[src/rtl/blank_run_to_tab_converter_core_defines.svh]
// Assertion macros for the blank-run to tab converter.
// Used at the end of the top level; no other dependencies.
`ifndef BLANK_RUN_TO_TAB_CONVERTER_CORE_DEFINES_SVH
`define BLANK_RUN_TO_TAB_CONVERTER_CORE_DEFINES_SVH
`ifndef SYNTHESIS
`define BRTC_ASSERT_IMPLIES(label, clk_i, rst_i, ante, cons) \
  label: assert property (@(posedge clk_i) disable iff (rst_i) (ante) |-> (cons)) \
    else $error("brtc assertion failed");
`define BRTC_ASSERT_NEXT(label, clk_i, rst_i, ante, cons) \
  label: assert property (@(posedge clk_i) disable iff (rst_i) (ante) |=> (cons)) \
    else $error("brtc assertion failed");
`else
`define BRTC_ASSERT_IMPLIES(label, clk_i, rst_i, ante, cons)
`define BRTC_ASSERT_NEXT(label, clk_i, rst_i, ante, cons)
`endif
`endif

[src/rtl/brtc_pkg.sv]
// Shared types and constants of the blank-run to tab converter.
// No dependencies; imported by every module of the block.
`default_nettype none
package brtc_pkg;

  localparam int CHAR_W = 8;
  localparam int COL_W  = 7;
  localparam int STOP_W = 6;
  localparam int CIS_W  = 5;
  localparam int TW_W   = 6;

  localparam logic [TW_W-1:0] TAB_W_MIN   = 6'd4;
  localparam logic [TW_W-1:0] TAB_W_MAX   = 6'd32;
  localparam logic [TW_W-1:0] TAB_W_RESET = 6'd8;

  localparam logic [CHAR_W-1:0] CH_TAB   = 8'd9;
  localparam logic [CHAR_W-1:0] CH_NL    = 8'd10;
  localparam logic [CHAR_W-1:0] CH_SPACE = 8'd32;

  // One queued byte with the tabs and spaces that precede it.
  typedef struct packed {
    logic [CHAR_W-1:0] ch;
    logic [STOP_W-1:0] tabs;
    logic [COL_W-1:0]  spaces;
  } brtc_cmd_t;

  typedef struct packed {
    logic              start;
    logic [TW_W-1:0]   divisor;
    logic [COL_W-1:0]  num_a;
    logic [COL_W-1:0]  num_b;
  } brtc_div_req_t;

  typedef struct packed {
    logic              done;
    logic [STOP_W-1:0] quot_a;
    logic [CIS_W-1:0]  rem_a;
    logic [STOP_W-1:0] quot_b;
  } brtc_div_res_t;

endpackage
`default_nettype wire

[src/rtl/blank_run_to_tab_converter_core.sv]
// Blank-run to tab converter: one byte per cycle in while in_ready is high; a taken byte
// goes through the queue and the output register; a byte that closes a blank run first
// sends its tabs and spaces, one per cycle with out_ready high. Spaces are not queued.
// A tab_width write pauses input while the serial divider rebuilds the tab stop position.
// Synchronous active-high reset clears column, run state and queue; tab width becomes 8.
`default_nettype none
`include "blank_run_to_tab_converter_core_defines.svh"
module blank_run_to_tab_converter_core #(
  parameter int LINE_MAX    = 128,
  parameter int QUEUE_DEPTH = 4
) (
  input  wire logic                          clk,
  input  wire logic                          rst,
  input  wire logic                          cfg_valid,
  output logic                               cfg_ready,
  input  wire logic [brtc_pkg::TW_W-1:0]     tab_width,
  input  wire logic                          in_valid,
  output logic                               in_ready,
  input  wire logic [brtc_pkg::CHAR_W-1:0]   in_char,
  output logic                               out_valid,
  input  wire logic                          out_ready,
  output logic [brtc_pkg::CHAR_W-1:0]        out_char,
  output logic                               last
);
  import brtc_pkg::*;

  brtc_div_req_t div_req;
  brtc_div_res_t div_res;
  brtc_cmd_t     push_data, head;
  logic          push, pop, empty, full, recalc, active;
  logic          is_fill;

  brtc_div u_div (
    .clk (clk),
    .rst (rst),
    .req (div_req),
    .res (div_res)
  );

  brtc_front #(
    .LINE_MAX (LINE_MAX)
  ) u_front (
    .clk       (clk),
    .rst       (rst),
    .cfg_valid (cfg_valid),
    .cfg_ready (cfg_ready),
    .tab_width (tab_width),
    .in_valid  (in_valid),
    .in_ready  (in_ready),
    .in_char   (in_char),
    .div_req   (div_req),
    .div_res   (div_res),
    .push      (push),
    .push_data (push_data),
    .full      (full),
    .recalc    (recalc)
  );

  brtc_fifo #(
    .DEPTH (QUEUE_DEPTH)
  ) u_fifo (
    .clk       (clk),
    .rst       (rst),
    .push      (push),
    .push_data (push_data),
    .pop       (pop),
    .head      (head),
    .empty     (empty),
    .full      (full)
  );

  brtc_back u_back (
    .clk       (clk),
    .rst       (rst),
    .head      (head),
    .empty     (empty),
    .pop       (pop),
    .out_valid (out_valid),
    .out_ready (out_ready),
    .out_char  (out_char),
    .last      (last),
    .active    (active)
  );

  assign is_fill = (out_char == CH_TAB) || (out_char == CH_SPACE);

  `BRTC_ASSERT_IMPLIES(a_done_in_recalc, clk, rst, div_res.done, recalc)
  `BRTC_ASSERT_NEXT(a_recalc_ends, clk, rst, div_res.done, !recalc)
  `BRTC_ASSERT_IMPLIES(a_active_has_out, clk, rst, active, out_valid)
  `BRTC_ASSERT_IMPLIES(a_fill_is_blank, clk, rst, out_valid && !last, active && is_fill)

endmodule
`default_nettype wire

[src/rtl/brtc_div.sv]
// Serial restoring divider: two dividends over one shared divisor, one bit a cycle.
// Depends on brtc_pkg.
`default_nettype none
module brtc_div (
  input  wire logic                   clk,
  input  wire logic                   rst,
  input  wire brtc_pkg::brtc_div_req_t req,
  output brtc_pkg::brtc_div_res_t     res
);
  import brtc_pkg::*;

  localparam int CNT_W = $clog2(COL_W);
  localparam logic [CNT_W-1:0] LAST_STEP = CNT_W'(COL_W - 1);

  logic              busy;
  logic              done;
  logic [CNT_W-1:0]  cnt;
  logic [TW_W-1:0]   divisor;
  logic [COL_W-1:0]  na, nb;
  logic [TW_W-1:0]   ra, rb;
  logic [COL_W-1:0]  qa, qb;

  logic [COL_W-1:0]  sa, sb;
  logic              ge_a, ge_b;
  logic [TW_W-1:0]   ra_next, rb_next;

  always_comb begin
    sa      = {ra, na[COL_W-1]};
    sb      = {rb, nb[COL_W-1]};
    ge_a    = sa >= {1'b0, divisor};
    ge_b    = sb >= {1'b0, divisor};
    ra_next = ge_a ? TW_W'(sa - {1'b0, divisor}) : TW_W'(sa);
    rb_next = ge_b ? TW_W'(sb - {1'b0, divisor}) : TW_W'(sb);
  end

  always_ff @(posedge clk) begin
    if (rst) begin
      busy <= 1'b0;
      done <= 1'b0;
      cnt  <= '0;
    end else begin
      done <= 1'b0;
      if (req.start) begin
        busy <= 1'b1;
        cnt  <= '0;
      end else if (busy) begin
        cnt <= cnt + 1'b1;
        if (cnt == LAST_STEP) begin
          busy <= 1'b0;
          done <= 1'b1;
        end
      end
    end
  end

  always_ff @(posedge clk) begin
    if (req.start) begin
      divisor <= req.divisor;
      na      <= req.num_a;
      nb      <= req.num_b;
      ra      <= '0;
      rb      <= '0;
      qa      <= '0;
      qb      <= '0;
    end else if (busy) begin
      na <= {na[COL_W-2:0], 1'b0};
      nb <= {nb[COL_W-2:0], 1'b0};
      ra <= ra_next;
      rb <= rb_next;
      qa <= {qa[COL_W-2:0], ge_a};
      qb <= {qb[COL_W-2:0], ge_b};
    end
  end

  assign res.done   = done;
  assign res.quot_a = qa[STOP_W-1:0];
  assign res.rem_a  = ra[CIS_W-1:0];
  assign res.quot_b = qb[STOP_W-1:0];

endmodule
`default_nettype wire

[src/rtl/brtc_fifo.sv]
// Short command queue between the front and back parts, show-ahead read.
// Depends on brtc_pkg.
`default_nettype none
module brtc_fifo #(
  parameter int DEPTH = 4
) (
  input  wire logic              clk,
  input  wire logic              rst,
  input  wire logic              push,
  input  wire brtc_pkg::brtc_cmd_t push_data,
  input  wire logic              pop,
  output brtc_pkg::brtc_cmd_t    head,
  output logic                   empty,
  output logic                   full
);
  import brtc_pkg::*;

  localparam int PTR_W = $clog2(DEPTH);
  localparam logic [PTR_W-1:0] LAST_PTR = PTR_W'(DEPTH - 1);

  brtc_cmd_t         mem [DEPTH];
  logic [PTR_W-1:0]  wr_ptr, rd_ptr;
  logic [PTR_W:0]    count;
  logic              do_push, do_pop;

  assign empty   = count == '0;
  assign full    = count == (PTR_W+1)'(DEPTH);
  assign do_push = push && !full;
  assign do_pop  = pop && !empty;
  assign head    = mem[rd_ptr];

  always_ff @(posedge clk) begin
    if (do_push) begin
      mem[wr_ptr] <= push_data;
    end
  end

  always_ff @(posedge clk) begin
    if (rst) begin
      wr_ptr <= '0;
      rd_ptr <= '0;
      count  <= '0;
    end else begin
      if (do_push) wr_ptr <= (wr_ptr == LAST_PTR) ? '0 : wr_ptr + 1'b1;
      if (do_pop)  rd_ptr <= (rd_ptr == LAST_PTR) ? '0 : rd_ptr + 1'b1;
      if (do_push && !do_pop) begin
        count <= count + 1'b1;
      end else if (do_pop && !do_push) begin
        count <= count - 1'b1;
      end
    end
  end

endmodule
`default_nettype wire

[src/rtl/brtc_front.sv]
// Front part: takes bytes, tracks column and tab stops, turns each
// non-space byte into a queue command. Depends on brtc_pkg.
`default_nettype none
module brtc_front #(
  parameter int LINE_MAX = 128
) (
  input  wire logic                      clk,
  input  wire logic                      rst,
  input  wire logic                      cfg_valid,
  output logic                           cfg_ready,
  input  wire logic [brtc_pkg::TW_W-1:0] tab_width,
  input  wire logic                      in_valid,
  output logic                           in_ready,
  input  wire logic [brtc_pkg::CHAR_W-1:0] in_char,
  output brtc_pkg::brtc_div_req_t        div_req,
  input  wire brtc_pkg::brtc_div_res_t   div_res,
  output logic                           push,
  output brtc_pkg::brtc_cmd_t            push_data,
  input  wire logic                      full,
  output logic                           recalc
);
  import brtc_pkg::*;

  localparam logic [COL_W-1:0] RESTART_COL = COL_W'(LINE_MAX - 1);

  logic [TW_W-1:0]   w_eff;
  logic [COL_W-1:0]  column;
  logic [CIS_W-1:0]  cis;
  logic [STOP_W-1:0] stop;
  logic              in_run;
  logic [COL_W-1:0]  run_col;
  logic [STOP_W-1:0] run_stop;

  logic [TW_W-1:0]   w_sat;
  logic              cfg_fire, in_fire, is_space, crossed, restart, wrap;
  logic [COL_W-1:0]  col_inc;
  logic [TW_W-1:0]   cis_inc;
  logic [STOP_W-1:0] tabs;
  logic [COL_W-1:0]  spaces;

  always_comb begin
    priority if (tab_width < TAB_W_MIN) w_sat = TAB_W_MIN;
    else if (tab_width > TAB_W_MAX)     w_sat = TAB_W_MAX;
    else                                w_sat = tab_width;
  end

  // Hold input while a width write is pending so both never land on one edge.
  assign cfg_ready = !rst && !recalc;
  assign cfg_fire  = cfg_valid && cfg_ready;
  assign in_ready  = !rst && !recalc && !full && !cfg_valid;
  assign in_fire   = in_valid && in_ready;
  assign is_space  = in_char == CH_SPACE;
  assign crossed   = stop > run_stop;

  // Tabs for each stop crossed, then spaces from the last stop; else spaces for the run.
  always_comb begin
    tabs   = '0;
    spaces = '0;
    if (in_run) begin
      if (crossed) begin
        tabs   = stop - run_stop;
        spaces = COL_W'(cis);
      end else if (column >= run_col) begin
        spaces = column - run_col;
      end
    end
  end

  assign push             = in_fire && !is_space;
  assign push_data.ch     = in_char;
  assign push_data.tabs   = tabs;
  assign push_data.spaces = spaces;

  assign col_inc = column + 1'b1;
  assign cis_inc = {1'b0, cis} + 1'b1;
  assign wrap    = cis_inc == w_eff;
  assign restart = (in_char == CH_NL) || (col_inc >= RESTART_COL);

  assign div_req.start   = cfg_fire;
  assign div_req.divisor = w_sat;
  assign div_req.num_a   = column;
  assign div_req.num_b   = run_col;

  always_ff @(posedge clk) begin
    if (rst) begin
      w_eff    <= TAB_W_RESET;
      column   <= '0;
      cis      <= '0;
      stop     <= '0;
      in_run   <= 1'b0;
      run_col  <= '0;
      run_stop <= '0;
      recalc   <= 1'b0;
    end else begin
      if (cfg_fire) begin
        w_eff  <= w_sat;
        recalc <= 1'b1;
      end
      // Rebuild stop positions for the new width.
      if (div_res.done) begin
        cis      <= div_res.rem_a;
        stop     <= div_res.quot_a;
        run_stop <= div_res.quot_b;
        recalc   <= 1'b0;
      end
      if (in_fire) begin
        if (is_space && !in_run) begin
          run_col  <= column;
          run_stop <= stop;
        end
        in_run <= is_space && !restart;
        if (restart) begin
          column <= '0;
          cis    <= '0;
          stop   <= '0;
        end else begin
          column <= col_inc;
          if (wrap) begin
            cis  <= '0;
            stop <= stop + 1'b1;
          end else begin
            cis <= CIS_W'(cis_inc);
          end
        end
      end
    end
  end

endmodule
`default_nettype wire

[src/rtl/brtc_back.sv]
// Back part: expands queue commands into tabs, spaces and the byte itself,
// into a registered output stage. Depends on brtc_pkg.
`default_nettype none
module brtc_back (
  input  wire logic                          clk,
  input  wire logic                          rst,
  input  wire brtc_pkg::brtc_cmd_t           head,
  input  wire logic                          empty,
  output logic                               pop,
  output logic                               out_valid,
  input  wire logic                          out_ready,
  output logic [brtc_pkg::CHAR_W-1:0]        out_char,
  output logic                               last,
  output logic                               active
);
  import brtc_pkg::*;

  brtc_cmd_t          held, cur, held_next;
  logic               cur_valid, load, active_next, last_next;
  logic [CHAR_W-1:0]  char_next;

  assign cur       = active ? held : head;
  assign cur_valid = active || !empty;
  assign load      = cur_valid && (!out_valid || out_ready);
  assign pop       = load && !active;

  always_comb begin
    held_next = cur;
    priority if (cur.tabs != '0) begin
      char_next      = CH_TAB;
      last_next      = 1'b0;
      active_next    = 1'b1;
      held_next.tabs = cur.tabs - 1'b1;
    end else if (cur.spaces != '0) begin
      char_next        = CH_SPACE;
      last_next        = 1'b0;
      active_next      = 1'b1;
      held_next.spaces = cur.spaces - 1'b1;
    end else begin
      char_next   = cur.ch;
      last_next   = 1'b1;
      active_next = 1'b0;
    end
  end

  always_ff @(posedge clk) begin
    if (rst) begin
      out_valid <= 1'b0;
      active    <= 1'b0;
    end else if (load) begin
      out_valid <= 1'b1;
      active    <= active_next;
    end else if (out_ready) begin
      out_valid <= 1'b0;
    end
  end

  always_ff @(posedge clk) begin
    if (load) begin
      held     <= held_next;
      out_char <= char_next;
      last     <= last_next;
    end
  end

endmodule
`default_nettype wire
[config.mk]
export PLATFORM = sky130hd
export DESIGN_NAME = blank_run_to_tab_converter_core
export DESIGN_NICKNAME = d
export VERILOG_FILES = /design/src/rtl/brtc_pkg.sv /design/src/rtl/blank_run_to_tab_converter_core.sv /design/src/rtl/brtc_div.sv /design/src/rtl/brtc_fifo.sv /design/src/rtl/brtc_front.sv /design/src/rtl/brtc_back.sv
export VERILOG_INCLUDE_DIRS = /design/src /design/src/rtl
export SDC_FILE = /design/constraint.sdc
export NUM_CORES = 1
export LEC_CHECK = 0
export ABC_AREA = 1
export BUFFER_PORTS_ARGS = -buffer_cell sky130_fd_sc_hd__buf_2
export CAP_MARGIN = 20
export CORE_AREA = 8 8 142 144
export CTS_BUF_LIST = sky130_fd_sc_hd__clkbuf_16
export DETAILED_ROUTE_END_ITERATION = 8
export DIE_AREA = 0 0 150 152
export PLACE_DENSITY_LB_ADDON = 0.25
export SLEW_MARGIN = 15
export SYNTH_ARGS = -nofsm -noshare
export SYNTH_HDL_FRONTEND = slang
export SYNTH_SLANG_ARGS = --single-unit
[constraint.sdc]
create_clock -name clk -period 6.3 [get_ports clk]
set_input_delay 0.315 -clock clk [delete_from_list [all_inputs] [get_ports clk]]
set_output_delay 0.315 -clock clk [all_outputs]
set_load 0.01 [all_outputs]
==> run_summary.xml <==
<?xml version="1.0" encoding="UTF-8"?>
<metrics>
  <group name="global_route">
    <metric name="vias_in_the_first_global_route" unit="">7355</metric>
    <metric name="antenna_found_initial" unit="">0</metric>
    <metric name="track_usage" unit="%">18.9</metric>
    <metric name="grt_pass1_wl" unit="um">35700</metric>
    <metric name="grt_max_degree" unit="">41</metric>
    <metric name="globalRouteOverflowTotal" unit="">0</metric>
  </group>
  <group name="logic_synthesis">
    <metric name="postSynth.topFlopCell" unit="">sky130_fd_sc_hd__edfxtp_1</metric>
    <metric name="synth_area_leader_cell" unit="">sky130_fd_sc_hd__edfxtp_1</metric>
    <metric name="ys.warnings.count" unit="">0</metric>
    <metric name="seq_area_frac_synth" unit="%">53.6</metric>
    <metric name="post_synth.cell_area_avg" unit="um^2">8.98</metric>
    <metric name="synth_commonest_cells" unit="">sky130_fd_sc_hd__nand2_1, sky130_fd_sc_hd__inv_1, sky130_fd_sc_hd__edfxtp_1, sky130_fd_sc_hd__nor2_1, sky130_fd_sc_hd__o21ai_0</metric>
    <metric name="synth.top_cell.area_share" unit="%">38.5</metric>
    <metric name="syn_inst" unit="">1165</metric>
    <metric name="synth-edff-count" unit="">134</metric>
    <metric name="asyncSetResetFlopFracSynth" unit="%">0</metric>
    <metric name="postSynthNetCount" unit="">1229</metric>
    <metric name="yosys.cell_types.count" unit="">46</metric>
    <metric name="netlist_area" unit="mm^2">0.0105</metric>
    <metric name="yosys-top-cells-area" unit="">sky130_fd_sc_hd__edfxtp_1, sky130_fd_sc_hd__dfxtp_1, sky130_fd_sc_hd__nand2_1, sky130_fd_sc_hd__inv_1, sky130_fd_sc_hd__ha_1</metric>
    <metric name="post_synthesis_register_bit_count" unit="">213</metric>
    <metric name="most_common_cell_in_the_netlist" unit="">sky130_fd_sc_hd__nand2_1</metric>
  </group>
  <group name="place">
    <metric name="globalplace.congestion" unit="">0.829</metric>
    <metric name="number_of_input_and_output_port_buffers_inserted" unit="">30</metric>
    <metric name="dp_hpwl" unit="um">15200</metric>
    <metric name="detailed_place.area" unit="mm^2">0.0107</metric>
  </group>
  <group name="clock_tree">
    <metric name="insertion_delay" unit="ps">510</metric>
    <metric name="cts_hold_repair.buffers" unit="">0</metric>
    <metric name="cts-buffers-inserted" unit="">23</metric>
    <metric name="number_of_resized_instances_in_the_post_cts_repair_step" unit="">0</metric>
    <metric name="setup_repair_bufs_after_cts" unit="">0</metric>
    <metric name="cts-root-buf" unit="">sky130_fd_sc_hd__clkbuf_16</metric>
    <metric name="tritoncts_clock_tree" unit="">done</metric>
    <metric name="worst_setup_hold_path_clk_slew" unit="ps">60</metric>
    <metric name="clock_tree.buffer_depth" unit="">3</metric>
    <metric name="cts_max_level" unit="">1</metric>
    <metric name="cts.sink_count" unit="">213</metric>
  </group>
  <group name="timing">
    <metric name="slew_headroom" unit="%">31.4</metric>
    <metric name="report.final.setup_viol" unit="">0</metric>
    <metric name="maximum_frequency_from_static_timing_analysis" unit="MHz">317</metric>
    <metric name="worstMarginPinSlew" unit="ps">1030</metric>
    <metric name="final_period_minus_worst_setup_slack" unit="ps">3160</metric>
    <metric name="timing.final.max_slew_violations" unit="">0</metric>
    <metric name="timing.final.crit_share" unit="%">50.1</metric>
    <metric name="tns" unit="ps">0</metric>
    <metric name="fin_worst_skew" unit="ps">15.1</metric>
    <metric name="finalHoldViolations" unit="">0</metric>
    <metric name="grt_setup_unrepaired" unit="">false</metric>
  </group>
  <group name="final_layout">
    <metric name="layout.nets" unit="">1254</metric>
    <metric name="fillers" unit="">1438</metric>
    <metric name="n_antenna_cell" unit="">0</metric>
    <metric name="design_area" unit="mm^2">0.0115</metric>
    <metric name="final_layout_size_suffix_gt1_share" unit="%">9.28</metric>
    <metric name="flow.area_growth_from_synthesis" unit="%">10.1</metric>
  </group>
  <group name="worst_setup_path">
    <metric name="crit_required" unit="ps">6560</metric>
    <metric name="crit_fanout" unit="">40</metric>
    <metric name="cp_top_family" unit="">flip-flops</metric>
    <metric name="worst_setup_path_start_kind" unit="">flip-flop</metric>
    <metric name="setup.worst_path.end_class" unit="">flip-flop</metric>
    <metric name="critical_path.max_stage_delay" unit="ps">810</metric>
    <metric name="cells_traversed_along_the_worst_timing_path" unit="">buf_4 &gt; inv_4 &gt; o21ai_0 &gt; nand3_1 &gt; o21ai_0 &gt; ha_1 &gt; nand3_4 &gt; nor2_8 &gt; nand2_2 &gt; inv_1 &gt; a21oi_2</metric>
    <metric name="crit_top_cell" unit="">sky130_fd_sc_hd__o21ai_0</metric>
    <metric name="crit_path_top_delay_cell" unit="">sky130_fd_sc_hd__dfxtp_1</metric>
    <metric name="worst-endpoint-arrival" unit="ps">3420</metric>
    <metric name="critical_path.n_buffers_inverters" unit="">3</metric>
    <metric name="setup.worst_path.class" unit="">flip-flop to flip-flop</metric>
  </group>
  <group name="die">
    <metric name="floorplan.die.width" unit="um">150</metric>
    <metric name="std_cell_rows" unit="">49</metric>
    <metric name="io_pins" unit="">31</metric>
    <metric name="initial_utilization" unit="%">58.8</metric>
    <metric name="floorplan.core_area" unit="mm^2">0.0178</metric>
    <metric name="floorplan.die.height" unit="um">152</metric>
    <metric name="full_die_area" unit="mm^2">0.0228</metric>
  </group>
  <group name="pwr">
    <metric name="comb_power_share" unit="%">26.1</metric>
    <metric name="switching_share" unit="%">33.0</metric>
    <metric name="powerDensity" unit="mW/mm^2">375</metric>
    <metric name="power.clock.fraction" unit="%">30.7</metric>
    <metric name="total_leakage_power" unit="nW">4.91</metric>
    <metric name="intPower" unit="mW">2.90</metric>
    <metric name="switchingPower" unit="mW">1.42</metric>
    <metric name="pwr-share-seq" unit="%">43.2</metric>
    <metric name="ir_worst_vdd" unit="uV">265</metric>
  </group>
  <group name="drt">
    <metric name="detail_route.wirelength" unit="um">21900</metric>
    <metric name="post_drt_via_cell_ratio" unit="">5.39</metric>
    <metric name="wire_per_inst" unit="um">15.3</metric>
    <metric name="drt.antenna.violating_nets" unit="">0</metric>
    <metric name="detailed_route_drc_error_count" unit="">0</metric>
    <metric name="first_pass_iters" unit="">5</metric>
    <metric name="dr_total_vias" unit="">7739</metric>
    <metric name="drt-initial-drc-count" unit="">505</metric>
  </group>
  <group name="worst_hold_path">
    <metric name="hold_path.class" unit="">input pin to flip-flop</metric>
    <metric name="holdCritStartpoint" unit="">in_char[7]</metric>
  </group>
  <group name="run_status">
    <metric name="status" unit="">finished clean</metric>
  </group>
  <group name="flow_run">
    <metric name="drv.max_cap_violation_count" unit="">0</metric>
  </group>
</metrics>
==> cells in the final DEF, fill, tap and decap left out, types with 2 or more instances in the layout <==
cell,instances
sky130_fd_sc_hd__o21bai_1,2
sky130_fd_sc_hd__edfxtp_1,134
sky130_fd_sc_hd__nand4_1,22
sky130_fd_sc_hd__nand2_1,236
sky130_fd_sc_hd__fa_1,5
sky130_fd_sc_hd__ha_1,40
sky130_fd_sc_hd__o21a_1,2
sky130_fd_sc_hd__nand3_1,56
sky130_fd_sc_hd__buf_8,3
sky130_fd_sc_hd__o211ai_1,7
sky130_fd_sc_hd__nand2_2,8
sky130_fd_sc_hd__nand3_2,2
sky130_fd_sc_hd__o21ai_1,9
sky130_fd_sc_hd__a211oi_1,9
sky130_fd_sc_hd__clkinv_2,2
sky130_fd_sc_hd__clkbuf_16,23
sky130_fd_sc_hd__a22o_1,2
sky130_fd_sc_hd__xor2_1,11
sky130_fd_sc_hd__inv_2,5
sky130_fd_sc_hd__o22ai_1,10
sky130_fd_sc_hd__a22oi_1,11
sky130_fd_sc_hd__o211a_1,2
sky130_fd_sc_hd__buf_4,4
sky130_fd_sc_hd__xnor2_1,10
sky130_fd_sc_hd__or2_2,11
sky130_fd_sc_hd__buf_2,30
sky130_fd_sc_hd__nor2_2,7
sky130_fd_sc_hd__a21oi_1,66
sky130_fd_sc_hd__bufinv_16,3
sky130_fd_sc_hd__o21ai_0,90
sky130_fd_sc_hd__o21ai_2,2
sky130_fd_sc_hd__a31oi_1,6
sky130_fd_sc_hd__nor3_1,7
sky130_fd_sc_hd__clkinvlp_2,3
sky130_fd_sc_hd__inv_1,152
sky130_fd_sc_hd__clkinv_1,5
sky130_fd_sc_hd__nor2_1,116
sky130_fd_sc_hd__dfxtp_1,79
==> metal layers <==
layer  up-vias  wire (um)  GRT usage (%)
met2       201      10600           32.2
met5         -          0              0
met3        39       1130           2.82
li1       3971          -              -
met1      3528       9700           23.9
met4         0        503           6.62
==> power groups by stage <==
| stage | logic [mW] | registers (mW) | clock network, mW |
|---|---|---|---|
| after floorplan | 0.914 | 1.84 | 0 |
| after global placement | 1.10 | 1.89 | 0 |
| after global routing | 1.27 | 1.89 | 1.39 |
| after detailed placement | 1.12 | 1.89 | 0 |
| final | 1.13 | 1.87 | 1.33 |
| after CTS | 1.13 | 1.87 | 1.34 |
==> flip-flops by register name (all words and copies together), names as in the netlist, 7 cells and up, named ones only <==
name and cells:
u_fifo.mem 84, u_div.na 7, u_back.held 21, u_back.out_char 8
u_div.nb 7, u_front.column 7, u_front.run_col 7
==> layout make-up <==
type	instances	area [um^2]	area share [%]
clock inverters	19	166	1.44
inverters	154	581	5.04
clock buffers	23	576	5.00
multi-input cells	760	4070	35.3
well taps	229	287	2.49
repair buffers	38	236	2.05
flip-flops and latches	213	5610	48.7
==> per-stage QoR <==
stage | instances | setup WS [ps] | hold slack, ps | power, mW | utilization, %
finish | 1436 | 3140 | 32.1 | 4.32 | 64.8
global placement | 1389 | 3060 | 434 | 2.99 | 60.3
floorplan | 1165 | 3840 | 414 | 2.75 | -
detailed placement | 1390 | 3010 | 449 | 3.01 | 60.3
CTS | 1432 | 3100 | 21.4 | 4.33 | 64.5
global route | 1436 | 2770 | 34.9 | 4.56 | 64.8
==> worst paths after layout <==
kind	to	slack [ps]	depth (start not counted)
max	u_back.held[3]	3140	11
min	u_fifo.mem[2][20]	30	1
max reg2reg	u_back.held[3]	3140	11
min reg2reg	u_div.qa[1]	460	2
==> worst reg2reg max path, stage by stage, from the launching register on <==
cell and delay, ps:
sky130_fd_sc_hd__dfxtp_1 810, sky130_fd_sc_hd__buf_4 380, sky130_fd_sc_hd__inv_4 200, sky130_fd_sc_hd__o21ai_0 230
sky130_fd_sc_hd__nand3_1 90, sky130_fd_sc_hd__o21ai_0 160, sky130_fd_sc_hd__ha_1 310, sky130_fd_sc_hd__nand3_4 120
sky130_fd_sc_hd__nor2_8 230, sky130_fd_sc_hd__nand2_2 200, sky130_fd_sc_hd__inv_1 130, sky130_fd_sc_hd__a21oi_2 40
==> kinds of logic after synthesis <==
kind of cell    Yosys count  synth area share [%]
compound gates          221                  11.8
xor+xnor                 21                  1.76
fa+ha+maj                45                  5.74
buf+inv                 192                  7.61
flops                   213                  53.6
mux                       1                0.0957
simple gates            472                  19.4
Note: power is estimated with default switching activity, not from simulation.
